**src/sv/wmr_pkg.sv**
```systemverilog
// shared types and constants for the wavetable morph reader
`default_nettype none

package wmr_pkg;

    localparam int FRAME_SIZE   = 2048;
    localparam int MAX_FRAMES   = 8;
    localparam int STORE_DEPTH  = FRAME_SIZE * MAX_FRAMES;
    localparam int ADDR_W       = $clog2(STORE_DEPTH);
    localparam int WCOUNT_W     = $clog2(STORE_DEPTH + 1);
    localparam int SAMPLE_IDX_W = $clog2(FRAME_SIZE);
    localparam int FRAME_IDX_W  = (MAX_FRAMES > 1) ? $clog2(MAX_FRAMES) : 1;
    localparam int FCOUNT_W     = $clog2(MAX_FRAMES + 1);
    localparam int PHASE_PROD_W = 32 + SAMPLE_IDX_W;
    localparam int QUEUE_DEPTH  = 2;
    localparam int QPTR_W       = (QUEUE_DEPTH > 1) ? $clog2(QUEUE_DEPTH) : 1;
    localparam int QCNT_W       = $clog2(QUEUE_DEPTH + 1);

    localparam logic       KIND_LOAD  = 1'b0;
    localparam logic       KIND_READ  = 1'b1;

    localparam logic [1:0] STAT_OK    = 2'd0;
    localparam logic [1:0] STAT_FULL  = 2'd1;
    localparam logic [1:0] STAT_EMPTY = 2'd2;

    localparam logic [16:0] POS_ONE   = 17'h10000;

    typedef struct packed {
        logic               kind;
        logic signed [15:0] sample_value;
        logic [31:0]        phase;
        logic [16:0]        position;
    } wmr_item_t;

    typedef struct packed {
        logic signed [15:0] sample_out;
        logic [1:0]         status;
    } wmr_result_t;

    typedef struct packed {
        logic                    is_read;
        logic [1:0]              status;
        logic [ADDR_W-1:0]       wr_addr;
        logic signed [15:0]      wr_data;
        logic [FRAME_IDX_W-1:0]  f0;
        logic [FRAME_IDX_W-1:0]  f1;
        logic [SAMPLE_IDX_W-1:0] i0;
        logic [SAMPLE_IDX_W-1:0] i1;
        logic [15:0]             t;
        logic [15:0]             ft;
    } wmr_cmd_t;

endpackage

`default_nettype wire

```
**src/sv/wmr_queue.sv**
```systemverilog
// short command queue between front and back
`default_nettype none

module wmr_queue
    import wmr_pkg::*;
(
    input  wire logic     clk,
    input  wire logic     rst_n,
    input  wire logic     push,
    input  wire wmr_cmd_t push_data,
    input  wire logic     pop,
    output wmr_cmd_t      head,
    output logic          not_empty,
    output logic          full
);

    wmr_cmd_t          entries_reg [QUEUE_DEPTH];
    logic [QPTR_W-1:0] wr_ptr_reg, wr_ptr_next;
    logic [QPTR_W-1:0] rd_ptr_reg, rd_ptr_next;
    logic [QCNT_W-1:0] count_reg, count_next;
    logic              do_push;
    logic              do_pop;

    assign not_empty = (count_reg != '0);
    assign full      = (count_reg == QCNT_W'(QUEUE_DEPTH));
    assign head      = entries_reg[rd_ptr_reg];
    assign do_push   = push && !full;
    assign do_pop    = pop && not_empty;

    always_comb
    begin
        wr_ptr_next = wr_ptr_reg;
        rd_ptr_next = rd_ptr_reg;
        count_next  = count_reg;
        if (do_push)
        begin
            wr_ptr_next = (wr_ptr_reg == QPTR_W'(QUEUE_DEPTH - 1)) ? '0
                                                                   : wr_ptr_reg + QPTR_W'(1);
        end
        if (do_pop)
        begin
            rd_ptr_next = (rd_ptr_reg == QPTR_W'(QUEUE_DEPTH - 1)) ? '0
                                                                   : rd_ptr_reg + QPTR_W'(1);
        end
        if (do_push && !do_pop)
        begin
            count_next = count_reg + QCNT_W'(1);
        end
        else if (do_pop && !do_push)
        begin
            count_next = count_reg - QCNT_W'(1);
        end
    end

    always_ff @(posedge clk or negedge rst_n)
    begin
        if (!rst_n)
        begin
            wr_ptr_reg <= '0;
            rd_ptr_reg <= '0;
            count_reg  <= '0;
        end
        else
        begin
            wr_ptr_reg <= wr_ptr_next;
            rd_ptr_reg <= rd_ptr_next;
            count_reg  <= count_next;
        end
    end

    always_ff @(posedge clk)
    begin
        if (do_push)
        begin
            entries_reg[wr_ptr_reg] <= push_data;
        end
    end

endmodule

`default_nettype wire

```
**config.mk**
```make
export PLATFORM = sky130hd
export DESIGN_NAME = wmr_queue
export DESIGN_NICKNAME = d
export VERILOG_FILES = /design/src/sv/wmr_pkg.sv /design/src/sv/wmr_queue.sv
export SDC_FILE = /design/constraint.sdc
export NUM_CORES = 1
export LEC_CHECK = 0
export BUFFER_PORTS_ARGS = -buffer_cell sky130_fd_sc_hd__buf_2
export CORE_MARGIN = 8
export CORE_UTILIZATION = 56
export CTS_CLUSTER_DIAMETER = 40
export DETAILED_ROUTE_END_ITERATION = 10
export PLACE_DENSITY = 0.94
export SYNTH_ARGS = -nofsm -noshare
export SYNTH_HDL_FRONTEND = slang
export SYNTH_SLANG_ARGS = --single-unit
export TNS_END_PERCENT = 20
```
**constraint.sdc**
```tcl
create_clock -name clk -period 8.2 [get_ports clk]
set_input_delay 1.23 -clock clk [delete_from_list [all_inputs] [get_ports clk]]
set_output_delay 1.23 -clock clk [all_outputs]
set_load 0.03 [all_outputs]
```
* Yosys cells after proc, flatten, opt, wreduce, memory -nomap -nowiden
Memories as Yosys holds them, arrays and structs flattened. Cells that the tools add are included.
Word-level totals: RAM bits 186, latch bits 0, input port bits 97, flip-flop bits (word level) 4, bits in read-only memories 0, word-level logic and storage cells 24, memories kept 1, output and inout port bits 95
Memories:
- entries_reg | depth 2, width 93, read ports 1, clocked after Yosys merged registers in 0, write ports 1, line wmr_queue.sv:17 | wmr_cmd_t entries_reg [QUEUE_DEPTH];
Cells by class: reductions and logical operators 9, bitwise logic cells 0, muxes and demuxes 6, div/mod/pow operators 0, shifts and indexed selects 0, equality and inequality tests 1, multipliers 0, magnitude comparators 0, add/subtract/negate cells 4
Operators by type and width (count):
- $logic_and 1x1->1 | 4
- $mux 1 | 4
- $mux 2 | 2
- $reduce_bool 2->1 | 2
- $logic_not 1->1 | 3
- $add 1x1->1 const B | 2
- $add 2x1->2 const B | 1
- $eq 2x2->1 const B | 1
- $sub 2x1->2 const B | 1

* Logic depth before layout (Yosys ltp)
depth in word-level cells 7, mapped depth 7, gate-level depth less buffers 7

* Worst setup path before layout
OpenSTA, ideal clock, no wires.
kind input-to-reg, from input push, to memory entries_reg[0][0] (netlist name) (enable), library setup time 545 ps, slack 2463 ps, stages on the path 2, required time 7655 ps, data arrival time 5192 ps, buffers on the path 0, cells stage by stage nand2_1 nor2_1
On the way: longest elaborated chain between the ends 3
Ends and longest elaborated chain:
- start, declared | line wmr_queue.sv:9 | input wire logic push,
- $logic_and 1x1->1 | line wmr_queue.sv:27 | assign do_push = push && !full;
- $mux 1 | line wmr_queue.sv:73 | if (do_push)
- $mux 1 (not written as such) | line wmr_queue.sv:75 | entries_reg[wr_ptr_reg] <= push_data;
- end, declared | line wmr_queue.sv:17
Every way passes these cells.

==> impl_summary.log <==
INFO  metric total_wirelength = about 13 mm
INFO  metric drt.antenna.violating_nets = 0
INFO  metric hold_violations = 0
INFO  metric wl_met2 = slightly below 7 mm
INFO  metric insertion_delay = 0.42 ns
INFO  metric ir_worst_vdd = 0.2665 mV
INFO  metric min_path_cells = 1
INFO  metric routed_wire_length_per_instance = about 19 µm
INFO  metric grt_overflow_total = 0
INFO  metric synth_nets = 406
INFO  metric io-pin-count = ~190
INFO  metric clock_tree.htree_level_count = 4
INFO  metric max_slew_margin = between 10% and 20%
INFO  metric cts_buffers = 17
INFO  metric powerDensity = between 300 and 400 mW/mm²
INFO  metric fin_nets = approximately 610
INFO  metric timing.fmax = approximately 280 MHz
INFO  metric via_density_per_instance = 5.052
INFO  metric first_global_vias = 3893
INFO  metric largest_register_ffs = 186
INFO  metric die-area = approximately 0.016 mm²
INFO  metric final-max-slew-violation-count = 0
INFO  metric hold_path.class = flop to flop
INFO  metric holdCritStartpoint = count_reg[1]
INFO  metric floorplan.die.width = 127.2 µm
INFO  metric synth_cells = roughly 310
INFO  metric instances_no_fill = 691
INFO  metric startpoint_type_of_the_worst_setup_path = flop
INFO  metric totalNegativeSetupSlack = 0 ns
INFO  metric core_area = 0.01206 mm²
INFO  metric fp-row-count = 40
INFO  metric synth_sequential_area_ratio = 82.16%
INFO  metric worst_slew_pin_slew = 1.235 ns
INFO  metric maxUsedRoutingLayer = met5
INFO  metric skew = approximately 0.007 ns
INFO  metric post_cts.resized_instances = 0
INFO  metric regToRegSetupSlack = approximately 5.4 ns
INFO  metric gpl.final_weighted_congestion = approximately 0.70
INFO  metric detail_route.drc_violations = 0
INFO  metric cp.required = 6.97 ns
INFO  metric cts.path.max_buffers = 2
INFO  metric cts_setup_buffers = 0
INFO  metric initial_core_util = between 50 and 60%
INFO  metric worstSetupStartpoint = rd_ptr_reg
INFO  metric post-route-period-util = roughly 44%
INFO  metric avgSynthCellArea = roughly 22 µm²
INFO  metric synth.lib_cells_used.distinct = 15
INFO  metric port-buffer-count = between 150 and 200
INFO  metric syn2layout_area_growth = 24.39%
INFO  metric drive_above_1_share = roughly three fifths
INFO  metric rsz0062_at_grt = false
INFO  metric antenna_cells = 0
INFO  metric period_needed = between 3 and 4 ns
INFO  metric finalSetupViolations = 0
INFO  metric dpl.cell_count = between 600 and 700
INFO  metric cts-hold-fix-buffers = 0
INFO  metric cts_tree = done
INFO  metric postLayoutSetupSlackWorst = 4.620 ns
INFO  metric die_h = approximately 130 µm
INFO  metric grt_max_degree = 95
INFO  metric worst_setup_slack_before_clock_tree_synthesis = roughly 4.7 ns
INFO  metric critPathKind = flop to primary output
INFO  metric detail_route.wirelength.met1 = roughly 5 mm
INFO  metric met3_length = 1.006 mm
INFO  metric post-dp-hpwl = approximately 9.0 mm
INFO  metric post_synth_instance_area = around 0.007 mm²
INFO  metric drtPass1Iterations = 4
INFO  metric drv.max_cap_violation_count = 0
INFO  metric p_leak = approximately 3.2 nW
INFO  metric r2r_cells = 4
INFO  metric regToRegStartpoint = count_reg[0]
INFO  metric groute.usage.overall = about 16%
INFO  metric global_route_wire_length_before_repair = around 20 mm
INFO  metric clock-root-buffer = sky130_fd_sc_hd__clkbuf_16
INFO  metric terminating_pin_of_the_worst_hold_path = count_reg[1]
INFO  metric total_power = between 3 and 4 mW
INFO  metric clkSinkCount = 190
INFO  metric clk_pin_slew_worst_paths = 0.07 ns
INFO  metric ys.warnings.count = 0
INFO  metric run_status = completed
INFO  metric synth-seq-cells = between 150 and 200
INFO  metric critical_path_fanout_max = 94
INFO  metric drtIter0Drc = ~220
INFO  metric number_of_antenna_violations_at_the_first_check_in_global_routing = 1
INFO  metric worst_reg2reg_endpoint = entries_reg[0][27]
INFO  metric route.vias.total = roughly 3500
INFO  metric cp-end-kind = primary output
INFO  metric arrival = about 2.4 ns
==> worst max-delay path by stage <==
stage	to
6_report	head[35]
5_1_grt	head[35]
4_1_cts	head[21]
3_5_place_dp	entries_reg[0][26]
3_3_place_gp	entries_reg[0][28]
2_1_floorplan	entries_reg[0][0]
==> synthesized netlist by cell type <==
cell                       instances  area share, %
sky130_fd_sc_hd__dfrtp_1           4            1.4
sky130_fd_sc_hd__edfxtp_1        186             81
sky130_fd_sc_hd__buf_2             3           0.22
sky130_fd_sc_hd__xnor2_1           3           0.38
sky130_fd_sc_hd__ha_1              1           0.18
sky130_fd_sc_hd__inv_1             2           0.11
sky130_fd_sc_hd__buf_6             6           0.98
sky130_fd_sc_hd__buf_4             1           0.11
sky130_fd_sc_hd__nand2_1           2           0.11
sky130_fd_sc_hd__and3_1            1          0.090
sky130_fd_sc_hd__nand2b_1          1          0.090
sky130_fd_sc_hd__xor2_1            2           0.25
sky130_fd_sc_hd__nor2_1            2           0.11
sky130_fd_sc_hd__mux2_2           93             15
sky130_fd_sc_hd__or2_2             1          0.090
==> placed cells by master (no fill, tap or decap), drive strengths merged <==
| master | netlist | final |
|---|---|---|
| clkinvlp | 0 | 2 |
| edfxtp | 186 | 186 |
| or2 | 1 | 1 |
| nand2 | 2 | 2 |
| clkinv | 0 | 8 |
| ha | 1 | 1 |
| inv | 2 | 2 |
| nand2b | 1 | 1 |
| nor2 | 2 | 2 |
| clkbuf | 0 | 19 |
| xor2 | 2 | 2 |
| mux2 | 93 | 93 |
| xnor2 | 3 | 3 |
| bufinv | 0 | 3 |
| and3 | 1 | 1 |
| dfrtp | 4 | 4 |
| buf | 10 | 193 |
==> metrics by stage <==
| stage | hold slack, ns | instance area (µm²) | utilization [%] |
|---|---|---|---|
| finish | 0.5068 | 8608 | 71.37 |
| global route | 0.5272 | 8608 | 71.37 |
| CTS | 0.5107 | 8608 | 71.37 |
| detailed placement | 0.4958 | 8028 | 66.56 |
| global placement | 0.4766 | 8028 | 66.56 |
| floorplan | 0.4559 | 6920 | - |
==> cell type report <==
type | instances | area (µm²)
clock buffers | 19 | 432.9
clock inverters | 13 | 147.6
fillers | 748 | 3453
inverters | 2 | 7.507
multi-input cells | 106 | 1150
flip-flops and latches | 190 | 5689
well taps | 168 | 210.2
repair buffers | 193 | 970.9
==> metal layers <==
metal  vias to the layer above  global-route usage, %
met5                         -                      0
li1                       1616                      -
met3                        24                  6.448
met2                       143                  29.04
met4                         2                  7.418
met1                      1706                  16.17
==> kinds of logic (layout without fill, tap and decap cells) <==
family / count (synthesis) / after routing / synth area share, %
flip-flops: 190 / 190 / 82.16
multiplexers: 93 / 93 / 15.13
buffers and inverters: 12 / 227 / 1.410
AND/OR/NAND/NOR: 7 / 7 / 0.4884
XOR/XNOR: 5 / 5 / 0.6329
adder cells (fa/ha/maj): 1 / 1 / 0.1808
==> critical path, cell delays in order, from the launching register on <==
cell	delay, ns
sky130_fd_sc_hd__dfrtp_4	1.23
sky130_fd_sc_hd__mux2_2	0.44
sky130_fd_sc_hd__buf_2	0.18
==> power by group <==
part / internal (mW) / switching [mW] / total (mW)
Clock: 0.475 / 0.322 / 0.796
Combinational: 0.401 / 0.727 / 1.13
Sequential: 1.33 / 0.140 / 1.47
Total: 2.21 / 1.19 / 3.39
Note: power is estimated with default switching activity, not from simulation.
