## src/sv/wmr_pkg.sv

```systemverilog
// shared types and constants for the wavetable morph reader
`default_nettype none

package wmr_pkg;

    localparam int FRAME_SIZE   = 2048;
    localparam int MAX_FRAMES   = 8;
    localparam int STORE_DEPTH  = FRAME_SIZE * MAX_FRAMES;
    localparam int ADDR_W       = $clog2(STORE_DEPTH);
    localparam int WCOUNT_W     = $clog2(STORE_DEPTH + 1);
    localparam int SAMPLE_IDX_W = $clog2(FRAME_SIZE);
    localparam int FRAME_IDX_W  = (MAX_FRAMES > 1) ? $clog2(MAX_FRAMES) : 1;
    localparam int FCOUNT_W     = $clog2(MAX_FRAMES + 1);
    localparam int PHASE_PROD_W = 32 + SAMPLE_IDX_W;
    localparam int QUEUE_DEPTH  = 2;
    localparam int QPTR_W       = (QUEUE_DEPTH > 1) ? $clog2(QUEUE_DEPTH) : 1;
    localparam int QCNT_W       = $clog2(QUEUE_DEPTH + 1);

    localparam logic       KIND_LOAD  = 1'b0;
    localparam logic       KIND_READ  = 1'b1;

    localparam logic [1:0] STAT_OK    = 2'd0;
    localparam logic [1:0] STAT_FULL  = 2'd1;
    localparam logic [1:0] STAT_EMPTY = 2'd2;

    localparam logic [16:0] POS_ONE   = 17'h10000;

    typedef struct packed {
        logic               kind;
        logic signed [15:0] sample_value;
        logic [31:0]        phase;
        logic [16:0]        position;
    } wmr_item_t;

    typedef struct packed {
        logic signed [15:0] sample_out;
        logic [1:0]         status;
    } wmr_result_t;

    typedef struct packed {
        logic                    is_read;
        logic [1:0]              status;
        logic [ADDR_W-1:0]       wr_addr;
        logic signed [15:0]      wr_data;
        logic [FRAME_IDX_W-1:0]  f0;
        logic [FRAME_IDX_W-1:0]  f1;
        logic [SAMPLE_IDX_W-1:0] i0;
        logic [SAMPLE_IDX_W-1:0] i1;
        logic [15:0]             t;
        logic [15:0]             ft;
    } wmr_cmd_t;

endpackage

`default_nettype wire

```

## src/sv/wmr_front.sv

```systemverilog
// front end: accepts items, tracks fill, works out frame and sample indexes
`default_nettype none

module wmr_front
    import wmr_pkg::*;
(
    input  wire logic      clk,
    input  wire logic      rst_n,
    input  wire logic      start,
    input  wire wmr_item_t item,
    input  wire logic      full,
    output logic           push,
    output wmr_cmd_t       cmd
);

    localparam int P_W = 17 + FCOUNT_W;

    logic [WCOUNT_W-1:0]     write_count_reg, write_count_next;
    logic [SAMPLE_IDX_W-1:0] slot_reg, slot_next;
    logic [FCOUNT_W-1:0]     frame_count_reg, frame_count_next;

    logic                    accept;
    logic                    table_full;
    logic [16:0]             pos_clamp;
    logic [FCOUNT_W-1:0]     last;
    logic [P_W-1:0]          p;
    logic [FCOUNT_W:0]       f0_raw;
    logic                    f0_sat;
    logic [FCOUNT_W-1:0]     f0_sel;
    logic [FCOUNT_W-1:0]     f1_sel;
    logic [PHASE_PROD_W-1:0] x;
    logic [SAMPLE_IDX_W-1:0] i0;

    assign accept     = start && !full;
    assign push       = accept;
    assign table_full = (write_count_reg == WCOUNT_W'(STORE_DEPTH));

    assign pos_clamp = (item.position > POS_ONE) ? POS_ONE : item.position;
    assign last      = frame_count_reg - FCOUNT_W'(1);
    assign p         = P_W'(pos_clamp) * P_W'(last);
    assign f0_raw    = p[P_W-1:16];
    assign f0_sat    = (f0_raw >= {1'b0, last});
    assign f0_sel    = f0_sat ? last : f0_raw[FCOUNT_W-1:0];
    assign f1_sel    = (f0_sel < last) ? f0_sel + FCOUNT_W'(1) : last;

    assign x  = PHASE_PROD_W'(item.phase) * PHASE_PROD_W'(FRAME_SIZE);
    assign i0 = x[PHASE_PROD_W-1:32];

    always_comb
    begin
        cmd.is_read = (item.kind == KIND_READ);
        cmd.wr_addr = write_count_reg[ADDR_W-1:0];
        cmd.wr_data = item.sample_value;
        cmd.f0      = f0_sel[FRAME_IDX_W-1:0];
        cmd.f1      = f1_sel[FRAME_IDX_W-1:0];
        cmd.i0      = i0;
        cmd.i1      = (i0 == SAMPLE_IDX_W'(FRAME_SIZE - 1)) ? '0 : i0 + SAMPLE_IDX_W'(1);
        cmd.t       = x[31:16];
        cmd.ft      = f0_sat ? 16'd0 : p[15:0];
        if (item.kind == KIND_LOAD)
        begin
            cmd.status = table_full ? STAT_FULL : STAT_OK;
        end
        else
        begin
            cmd.status = (frame_count_reg == '0) ? STAT_EMPTY : STAT_OK;
        end
    end

    always_comb
    begin
        write_count_next = write_count_reg;
        slot_next        = slot_reg;
        frame_count_next = frame_count_reg;
        if (accept && item.kind == KIND_LOAD && !table_full)
        begin
            write_count_next = write_count_reg + WCOUNT_W'(1);
            if (slot_reg == SAMPLE_IDX_W'(FRAME_SIZE - 1))
            begin
                slot_next        = '0;
                frame_count_next = frame_count_reg + FCOUNT_W'(1);
            end
            else
            begin
                slot_next = slot_reg + SAMPLE_IDX_W'(1);
            end
        end
    end

    always_ff @(posedge clk or negedge rst_n)
    begin
        if (!rst_n)
        begin
            write_count_reg <= '0;
            slot_reg        <= '0;
            frame_count_reg <= '0;
        end
        else
        begin
            write_count_reg <= write_count_next;
            slot_reg        <= slot_next;
            frame_count_reg <= frame_count_next;
        end
    end

endmodule

`default_nettype wire

```

## config.mk

```make
export PLATFORM = sky130hd
export DESIGN_NAME = wmr_front
export DESIGN_NICKNAME = d
export VERILOG_FILES = /design/src/sv/wmr_pkg.sv /design/src/sv/wmr_front.sv
export SDC_FILE = /design/constraint.sdc
export NUM_CORES = 1
export LEC_CHECK = 0
export BUFFER_PORTS_ARGS = -buffer_cell sky130_fd_sc_hd__buf_2
export CAP_MARGIN = 20
export CORE_MARGIN = 2
export CORE_UTILIZATION = 28
export CTS_CLUSTER_DIAMETER = 40
export DETAILED_ROUTE_END_ITERATION = 8
export GPL_ROUTABILITY_DRIVEN = 0
export GPL_TIMING_DRIVEN = 0
export PLACE_DENSITY = 0.59
export RECOVER_POWER = 25
export SLEW_MARGIN = 5
export SYNTH_ARGS = -nofsm -noshare
export SYNTH_HDL_FRONTEND = slang
export SYNTH_SLANG_ARGS = --single-unit
```

## constraint.sdc

```tcl
create_clock -name clk -period 10 [get_ports clk]
set_clock_uncertainty 0.05 [all_clocks]
set_input_delay 0 -clock clk [delete_from_list [all_inputs] [get_ports clk]]
set_output_delay 0 -clock clk [all_outputs]
set_load 0.01 [all_outputs]
```

* After elaboration in Yosys (flattened, before gate mapping) *
Index checks and enable logic that the tools add are counted.

storage, ports and cells
  flip-flop bits (word level) = 30
  word-level logic and storage cells = 33
  input port bits = 70
  output and inout bits = 94

cells by class
  $lt $le $gt $ge = 3
  add/subtract/negate cells = 6
  eq/ne operators = 3
  mux-type cells = 9
  bitwise logic cells = 1
  reductions and logical operators = 7
  $mul = 1

operators by type and width
  cell                   count
  $add 11x1->11 const B  2
  $eq 11x11->1 const B   2
  $mux 11                2
  $mul 17x4->21          1
  $gt 17x17->1 const B   1
  $mux 17                1
  $mux 16                1
  $add 15x1->15 const B  1
  $eq 15x15->1 const B   1
  $ge 5x4->1             1
  $add 4x1->4 const B    1
  $logic_not 4->1        1
  $lt 4x4->1             1
  $mux 2                 2
  $mux 4                 1
  $sub 4x1->4 const B    1
  $add 3x1->3 const B    1
  $logic_and 1x1->1      3
  $mux 3                 1
  $logic_not 1->1        2
  $reduce_and 2->1       1
  $mux 1                 1
  $not 1->1              1

* Longest topological paths before layout *
Gate-level depths: netlist of the first run.

  depth after elaboration = 7
  depth in mapped cells = 33
  mapped depth without buffers = 31

* Worst setup path before layout of the first run *
OpenSTA, ideal clock, no wires.

  path kind = register to output
  start point = register frame_count_reg[0]
  end point = output port cmd[55] in the netlist's numbering
  stages on the path, launching flop included = 30
  path slack = 2.651 ns
  required time = 9.950 ns
  arrival time = 7.299 ns
  path buffers = 3
  cell sequence = dfrtp_1 clkbuf_1 inv_1 ha_1 xnor2_1 nor2_1 clkbuf_1 and2_1 fa_1 inv_1 fa_1 inv_1 ha_1 and4_1 buf_6 a21o_2 a21oi_1 xor2_1 ha_1 nand2b_1 a21o_1 a21o_1 a21oi_1 o21a_4 mux2_2 ha_1 a2111oi_0 nand2_1 o21ai_1 mux2_2

RTL lines
  what                      line              text
  start: declaration        wmr_front.sv:20   logic [FCOUNT_W-1:0] frame_count_reg, frame_count_next;
  start signal: assignment  wmr_front.sv:102  frame_count_reg <= frame_count_next;
  end: declaration          wmr_front.sv:13   output wmr_cmd_t cmd

==> results of run 1 <==
[power by group through the flow]
| stage | Sequential (mW) | Combinational [mW] | Clock, mW |
|---|---|---|---|
| 3_5_place_dp | 0.161 | 0.150 | 0 |
| 4_1_cts | 0.159 | 0.151 | 0.150 |
| 3_3_place_gp | 0.161 | 0.149 | 0 |
| 5_1_grt | 0.162 | 0.167 | 0.158 |
| 6_report | 0.159 | 0.147 | 0.147 |
| 2_1_floorplan | 0.154 | 0.0986 | 0 |
[path summary, 6_finish.rpt]
| path | slack (ps) | to |
|---|---|---|
| worst max-delay path | 960 | cmd[55] |
| worst min-delay path | 160 | cmd[64] |
| worst max register to register | 7710 | slot_reg[9] |
| worst min register to register | 420 | write_count_reg[14] |
| max in group asynchronous | 9210 | slot_reg[5] |
| min in group asynchronous | 240 | slot_reg[9] |
[metrics by stage]
step | cells | util, % | setup WS [ps] | area, um2 | hold slack [ps]
CTS | 927 | 34.9 | 915 | 5750 | 134
finish | 927 | 34.6 | 961 | 5700 | 157
global placement | 918 | 34.0 | 1210 | 5590 | 35.1
floorplan | 572 | - | 2650 | 4690 | -346
detailed placement | 918 | 34.0 | 1200 | 5590 | 38.9
global route | 927 | 34.6 | 216 | 5700 | 162
[cell families (layout without fill, tap and decap cells)]
| kind of cell | Yosys count | after routing | share of synthesized area (%) |
|---|---|---|---|
| xor+xnor | 51 | 51 | 9.53 |
| simple gates | 212 | 212 | 23.6 |
| mux | 4 | 4 | 0.935 |
| flops | 30 | 30 | 16.0 |
| fa+ha+maj | 70 | 70 | 23.5 |
| compound gates | 69 | 69 | 10.4 |
| buf+inv | 136 | 271 | 16.0 |
[cells in the mapped netlist (5+ instances only)]
master	number
ha_1	40
and2_1	45
nand2_1	54
nand3_1	20
xnor2_1	35
nor3_1	6
inv_1	68
a21oi_1	17
o21ai_0	10
nor2_1	38
nor4_1	6
clkbuf_1	6
xor2_1	16
a21o_1	12
and3_1	7
dfrtp_1	30
nand4_1	8
nand2b_1	5
nor2b_1	5
buf_4	58
fa_1	30
[final cells by class]
class	count	area share, %
clock inverters	1	0.0878
repair buffers	127	10.4
flip-flops and latches	30	13.2
plain buffers	68	8.71
well taps	220	4.83
inverters	68	4.48
multi-input cells	406	55.8
clock buffers	7	2.50
[routing by layer]
layer | part of all wire, % | GRT usage [%] | up-vias | routed length [um]
met4 | 1.4 | 3.07 | 0 | 164
met3 | 4.5 | 1.71 | 10 | 509
met1 | 48 | 18.2 | 1931 | 5440
li1 | - | - | 2083 | -
met5 | 0 | 0 | - | 0
met2 | 46 | 20.8 | 89 | 5270
[worst reg2reg max path: cells and delay by family (launching register included)]
kind / cells / cell delay, ps
buf+inv: 1 / 70
fa+ha+maj: 1 / 190
simple gates: 7 / 1240
flops: 1 / 460
xor+xnor: 1 / 140
[repair_timing]
item                                    CTS  global route
resized for setup                         0             0
endpoints found under the setup margin    0             0
hold endpoints to repair                 30             0
hold buffers                              1             0
[cell usage in the layout (no fill, tap or decap), drive strengths merged, types with 8 or more instances in the layout]
| master | count |
|---|---|
| fa | 30 |
| buf | 150 |
| and3 | 9 |
| ha | 40 |
| inv | 68 |
| nand2 | 55 |
| dfrtp | 30 |
| xor2 | 16 |
| a21oi | 17 |
| nand4 | 8 |
| clkbuf | 51 |
| and2 | 47 |
| xnor2 | 35 |
| nand3 | 20 |
| a21o | 15 |
| o21ai | 14 |
| nor2 | 38 |
==> results.toml, run 1 <==
[worst_setup_path]
r2r-start = "write_count_reg[0]"
path_class = "reg2out"
cpPeakStageDelay_ps = 700
cp-end-kind = "output pin"
cpMostUsedCell = "ha_1"
startpoint = "frame_count_reg[0]"
arrival_ps = 8990
crit_family = "compound AO/OA/AOI/OAI gates"
required_ps = 9950
critPathMaxFanout = 10
reg2regPathDepth = 10
path_buf_inv = 7
cpMaxStageDelayCell = "xnor2_1"
crit_cells = 31
worstSetupStartpointType = "flip-flop"

[synthesis]
syn_area_um2 = 4690
synth_top_cell_area_share_pct = 16.0
ys_seq_elements = 30
yosys_warnings = 0
synth_cells = 572
ys.flop_type = "dfrtp_1"
synthesis.nets = 712
synth_edf_count = 0
yosysSeqAreaShare_pct = 16.0
synth.largest_area_cell = "dfrtp_1"
async_reset_ff_share_pct = 100
postSynthAreaPerCell_um2 = 8.19
ys_types = 57
synth.area.top_cells = "dfrtp_1, fa_1, ha_1"

[drt]
routed_wl_um = 11400
vias_per_cell = 4.44
initialDrtViolationCount = 220
first_pass_iters = 4
vias = 4113
routedWlPerCell_um = 12.3
drc = 0
ant_nets = 0

[global_routing]
grt_usage_pct = 12.8
grt_max_degree = 31
grt_pass1_vias = 3843
grt_pass1_wl_um = 18800
gr-total-overflow = 0
antenna_found_initial = 0

[clocking]
cts_buffer_depth = 2
cts_tree = "done"
root_buffer = "clkbuf_16"
cts_sinks = 30
numCtsBuffers = 5
clkTransAtPathRegs_ps = 50
cts_max_level = 2
post_cts_buffers = 0
clkLatencyLatePin_ps = 270

[power_and_ir_drop]
clockPowerShare_pct = 32.4
p_per_area_nw_per_um2 = 79.4
power.switching_mw = 0.144
p_leak_nw = 2.99
irDropWorstVdd_v = 0.000110
seqPwrFrac_pct = 35.1
sw_frac_of_total_pct = 31.8
p_int_mw = 0.308
total_power_mw = 0.452
combPwrFrac_pct = 32.5

[floorplanning]
start_util_pct = 28.5
io_pins = 164
row_count = 47
die_w_um = 133
dieArea_um2 = 17800
core_um2 = 16500
die_h_um = 133

[sta]
max-slew-margin-rel_pct = 41.4
tightest_slew_ps = 872
setup_violations = 0
report.final.slew_viol_count = 0
tns_ps = 0
finalHoldViolCount = 0
timing.final.crit_share_pct = 90.4
fin_crit_ps = 9040
rsz0062_at_grt = "false"
fmaxAchievable_mhz = 111

[layout]
seq_area_um2 = 751
area_delta_synth_final_pct = 21.7
multiInputGateArea_um2 = 3180
nets = 846
largest_reg_flops = 15
drive_gt1_share_pct = 25.2
diodes = 0
fill_cells = 1787

[placed_design]
portBuffers = 126
dp_hpwl_um = 9450

[hold_path]
holdPathStages = 2
min_from = "item[53]"
hold_path.class = "in2out"

[flow_run]
drv_cap = 0

[outcome]
status = "finished clean"
Power figures use the tool's default switching activity.
==> run 2, diff against run 1 <==
- PLACE_DENSITY: 0.59 -> 0.61
- clock period: 10 -> 7.6 ns (I/O delays scaled with it)
==> results.toml, run 2 (synthesis results as in run 1) <==
[drt]
vias_per_cell = 4.39
vias = 4098
initialDrtViolationCount = 141
routedWlPerCell_um = 12.3
ant_nets = 0
first_pass_iters = 4
drc = 0
routed_wl_um = 11500

[clocking]
root_buffer = "clkbuf_16"
cts_tree = "done"
numCtsBuffers = 5
cts_max_level = 2
clkTransAtPathRegs_ps = 50
cts_buffer_depth = 2
cts_sinks = 30
clkLatencyLatePin_ps = 270

[sta]
timing.final.crit_share_pct = 94.6
tns_ps = 0
fin_crit_ps = 7190
finalHoldViolCount = 0
fmaxAchievable_mhz = 139
report.final.slew_viol_count = 0
tightest_slew_ps = 667
max-slew-margin-rel_pct = 55.6
whs_ps = 157
setup_violations = 0

[power_and_ir_drop]
combPwrFrac_pct = 33.1
p_per_area_nw_per_um2 = 102
p_leak_nw = 3.04
irDropWorstVdd_v = 0.000139
clockPowerShare_pct = 32.2
power.switching_mw = 0.191
p_int_mw = 0.409
sw_frac_of_total_pct = 31.9
seqPwrFrac_pct = 34.7

[global_routing]
grt_usage_pct = 12.9
grt_pass1_vias = 3961
grt_pass1_wl_um = 19200
antenna_found_initial = 0
grt_max_degree = 31
gr-total-overflow = 0

[worst_setup_path]
r2r_slack_ps = 5350
worstSetupStartpointType = "flip-flop"
arrival_ps = 7140
cpPeakStageDelay_ps = 540
cpMaxStageDelayCell = "fa_1"
path_class = "reg2out"
cp-end-kind = "output pin"
critPathMaxFanout = 10
reg2regPathDepth = 10
required_ps = 7550

[layout]
nets = 853
diodes = 0
final_common_cell = "buf_2"
fill_cells = 1756
area_delta_synth_final_pct = 25.8
utilization_pct = 35.8
multiInputGateArea_um2 = 3310
final_cell_count_no_fill = 934
layout_common_cells = "buf_2, inv_1, buf_4"
seq_area_um2 = 752
drive_gt1_share_pct = 29.4
largest_reg_flops = 15

[outcome]
status = "finished clean"

[floorplanning]
dieArea_um2 = 17800
io_pins = 164
die_w_um = 133
row_count = 47
core_um2 = 16500
start_util_pct = 28.5
die_h_um = 133

[hold_path]
holdPathStages = 2
hold_path.class = "in2out"

[placed_design]
dp.cells = 918
dp_hpwl_um = 9470
portBuffers = 126

[flow_run]
drv_cap = 0
-- run 2: changes by cell type in the layout (fill, tap and decap cells not counted), sizes merged --
| cell | change |
|---|---|
| buf | +8 |
| clkbuf | -1 |
-- run 2: critical path: cells and delay by family, from the launching register on --
family	cells	cell delay, ps
adders and majority gates	6	2200
xor gates and xnor gates	2	330
and+or+nand+nor	4	560
muxes	1	390
DFF	1	450
AOI/OAI and AO/OA	14	2370
buffers and inverters	5	560
-- run 2: per-layer routing --
| layer | wire length (um) | GRT usage [%] |
|---|---|---|
| met1 | 5420 | 17.2 |
| met2 | 5520 | 22.5 |
| met3 | 471 | 1.86 |
| met4 | 97 | 2.36 |
| met5 | 0 | 0 |
-- run 2: per-stage QoR --
| step | power [mW] | setup slack [ps] | cell area [um2] |
|---|---|---|---|
| after floorplan | 0.333 | 251 | 4690 |
| after CTS | 0.608 | 35.5 | 5850 |
| final | 0.601 | 407 | 5900 |
| after global routing | 0.643 | -13.8 | 5900 |
| after global placement | 0.407 | -1150 | 5590 |
| after detailed placement | 0.409 | -1150 | 5590 |
-- run 2: layout make-up --
cell class / instances / share of cell area (%)
clock inverter: 1 / 0.0849
sequential: 30 / 12.8
multi-input combinational: 406 / 56.1
clock buffer: 7 / 2.42
tap: 220 / 4.67
buffer: 67 / 8.55
timing repair buffer: 135 / 11.1
inverter: 68 / 4.33
-- run 2: timing repair --
action	4_1_cts	5_1_grt
pin swaps	1	2
hold buffers	1	0
setup endpoints to repair	5	3
buffers inserted	2	6
gates resized for setup	22	17
endpoints found under the hold margin	30	0
-- run 2: worst paths after layout --
check / start / endpoint
worst max-delay path: frame_count_reg[0] / cmd[56]
worst min-delay path: item[52] / cmd[63]
worst max register to register: write_count_reg[0] / slot_reg[9]
worst min register to register: slot_reg[10] / slot_reg[10]
max in group asynchronous: rst_n / frame_count_reg[0]
min in group asynchronous: rst_n / frame_count_reg[1]
-- run 2: power groups by stage --
stage                     logic (mW)  clock network [mW]  registers (mW)
after floorplan                0.130                   0           0.203
after global placement         0.195                   0           0.212
after detailed placement       0.198                   0           0.211
after CTS                      0.201               0.197           0.210
after global routing           0.225               0.205           0.213
final                          0.199               0.193           0.208
==> run 3, diff against run 2 <==
- ABC_AREA: default -> 1
- PLACE_DENSITY: 0.61 -> 0.6
==> results.toml, run 3 <==
[clocking]
clkTransAtPathRegs_ps = 50
cts_tree = "done"
numCtsBuffers = 5
root_buffer = "clkbuf_16"
clkLatencyLatePin_ps = 270
cts_buffer_depth = 2
post_cts_buffers = 0
cts_max_level = 2
cts_sinks = 30

[worst_setup_path]
r2r_end = "frame_count_reg[2]"
path_class = "reg2out"
worstSetupStartpointType = "flip-flop"
r2r-start = "write_count_reg[0]"
cpPeakStageDelay_ps = 530
cpMaxStageDelayCell = "fa_1"
arrival_ps = 6790
cp-end-kind = "output pin"
cpMostUsedCell = "nand2_1"
required_ps = 7550
r2r_slack_ps = 5520
critPathMaxFanout = 12
reg2regPathDepth = 13

[synthesis]
synth_cells = 702
ys_types = 43
synth_common_cells = "inv_1, nand2_1, nor2_1"
syn_area_um2 = 4840
yosysMostFrequentCell = "inv_1"
synth-simple-area-share_pct = 28.6
synthesis.nets = 842
ys_seq_elements = 30
yosys_warnings = 0
postSynthAreaPerCell_um2 = 6.90
synth.area.top_cells = "dfrtp_1, fa_1, ha_1"
yosysSeqAreaShare_pct = 15.5
synth_top_cell_area_share_pct = 15.5
synth-compound-area-share_pct = 5.97
ys.flop_type = "dfrtp_1"
synth_edf_count = 0
yosys.area_share.adder_pct = 22.7
async_reset_ff_share_pct = 100
synth_top_family_by_area = "simple AND/OR/NAND/NOR gates"
synth_xor_area_share_pct = 6.87
synth.largest_area_cell = "dfrtp_1"
synthMuxAreaShare_pct = 0

[hold_path]
hold_path.class = "in2reg"
min_from = "full"
min_to = "write_count_reg[0]"
holdPathStages = 4

[layout]
area_delta_synth_final_pct = 22.1
layout_common_cells = "inv_1, nand2_1, nor2_1"
final_common_cell = "inv_1"
largest_reg_flops = 15
drive_gt1_share_pct = 22.7
finalInstanceArea_um2 = 5910
nets = 976

[floorplanning]
die_w_um = 136
dieArea_um2 = 18400
core_um2 = 17100
start_util_pct = 28.3
die_h_um = 136
row_count = 48
io_pins = 164

[drt]
first_pass_iters = 5
vias = 4533
vias_per_cell = 4.26
ant_nets = 0
routed_wl_um = 12100
initialDrtViolationCount = 229
routedWlPerCell_um = 11.3
drc = 0

[placed_design]
portBuffers = 126
dp_hpwl_um = 10300
dpl_cell_area_um2 = 5750

[global_routing]
grt_pass1_wl_um = 20100
grt_max_degree = 31
gr-total-overflow = 0
antenna_found_initial = 3
grt_pass1_vias = 4227
grt_usage_pct = 13.5

[flow_run]
drv_cap = 0

[power_and_ir_drop]
total_power_mw = 0.663
p_leak_nw = 3.30
p_per_area_nw_per_um2 = 112
irDropWorstVdd_v = 0.000152

[sta]
max-slew-margin-rel_pct = 53.8
timing.final.crit_share_pct = 90.0
fin_crit_ps = 6840
report.final.slew_viol_count = 0
rsz0062_at_grt = "false"
setup_violations = 0
tns_ps = 0
tightest_slew_ps = 693
finalHoldViolCount = 0
fmaxAchievable_mhz = 146
whs_ps = 67.6

[outcome]
status = "finished clean"
run 3: cell count changes after synthesis, moves of 6 or more:
cell and delta:
nand2_1 +68, nor2_1 +63, inv_1 +58, and2_1 -44, xnor2_1 -22, nand3_1 +19, a21o_1 -10, a21oi_1 +9
xor2_1 +9, and3_1 -6
run 3: how the worst max path moves through the flow:
stage,from,endpoint,slack [ps],cells after the start
after global routing,frame_count_reg[0],cmd[56],100,30
final,frame_count_reg[0],cmd[56],760,30
after global placement,frame_count_reg[0],cmd[56],270,30
after CTS,frame_count_reg[0],cmd[56],110,30
after detailed placement,frame_count_reg[0],cmd[56],200,30
after floorplan,frame_count_reg[0],cmd[56],1590,31
run 3: per-layer routing:
| metal | track usage (%) | vias to the layer above | part of all wire [%] |
|---|---|---|---|
| met1 | 18.4 | 1994 | 47 |
| met2 | 22.1 | 134 | 45 |
| met3 | 2.10 | 16 | 6.4 |
| met4 | 3.76 | 2 | 2.1 |
| met5 | 0 | - | 0.11 |
| li1 | - | 2387 | - |
run 3: worst max-delay path, delay by kind of cell, from the launching register on:
family | cells | cell delay [ps]
fa+ha+maj | 6 | 2270
compound gates | 4 | 780
simple gates | 10 | 1190
xor+xnor | 2 | 630
flops | 1 | 460
buf+inv | 8 | 1180
run 3: cell families after synthesis:
family                   Yosys count
AND/OR/NAND/NOR                  311
buffers and inverters            201
adder cells (fa/ha/maj)           70
AO/OA/AOI/OAI                     52
XOR/XNOR                          38
flip-flops                        30
run 3: power breakdown:
part           total, mW  leakage [nW]  switching, mW  internal (mW)
logic              0.234          2.84          0.128          0.106
clock network      0.212        0.0832         0.0643          0.148
registers          0.216         0.383         0.0294          0.187
run 3: repair_timing:
action | in CTS | in global routing
gates resized for setup | 1 | 10
endpoints found under the setup margin | 3 | 3
hold endpoints to repair | 30 | 0
hold buffers | 1 | 0
gates cloned | 0 | 0
run 3: area by class of cell:
cell class / count / area (um2)
fill: 1881 / 11200
multi-input combinational: 471 / 3120
sequential: 30 / 752
timing repair buffer: 127 / 593
inverter: 136 / 517
buffer: 65 / 473
tap: 225 / 282
clock buffer: 8 / 166
antenna: 2 / 5.00
run 3: stage by stage:
| step | std cells | util, % | worst slack (ps) |
|---|---|---|---|
| floorplan | 702 | - | 1590 |
| global placement | 1053 | 33.6 | 269 |
| detailed placement | 1053 | 33.6 | 205 |
| CTS | 1062 | 34.7 | 112 |
| global route | 1063 | 34.5 | 97.0 |
| finish | 1064 | 34.5 | 758 |
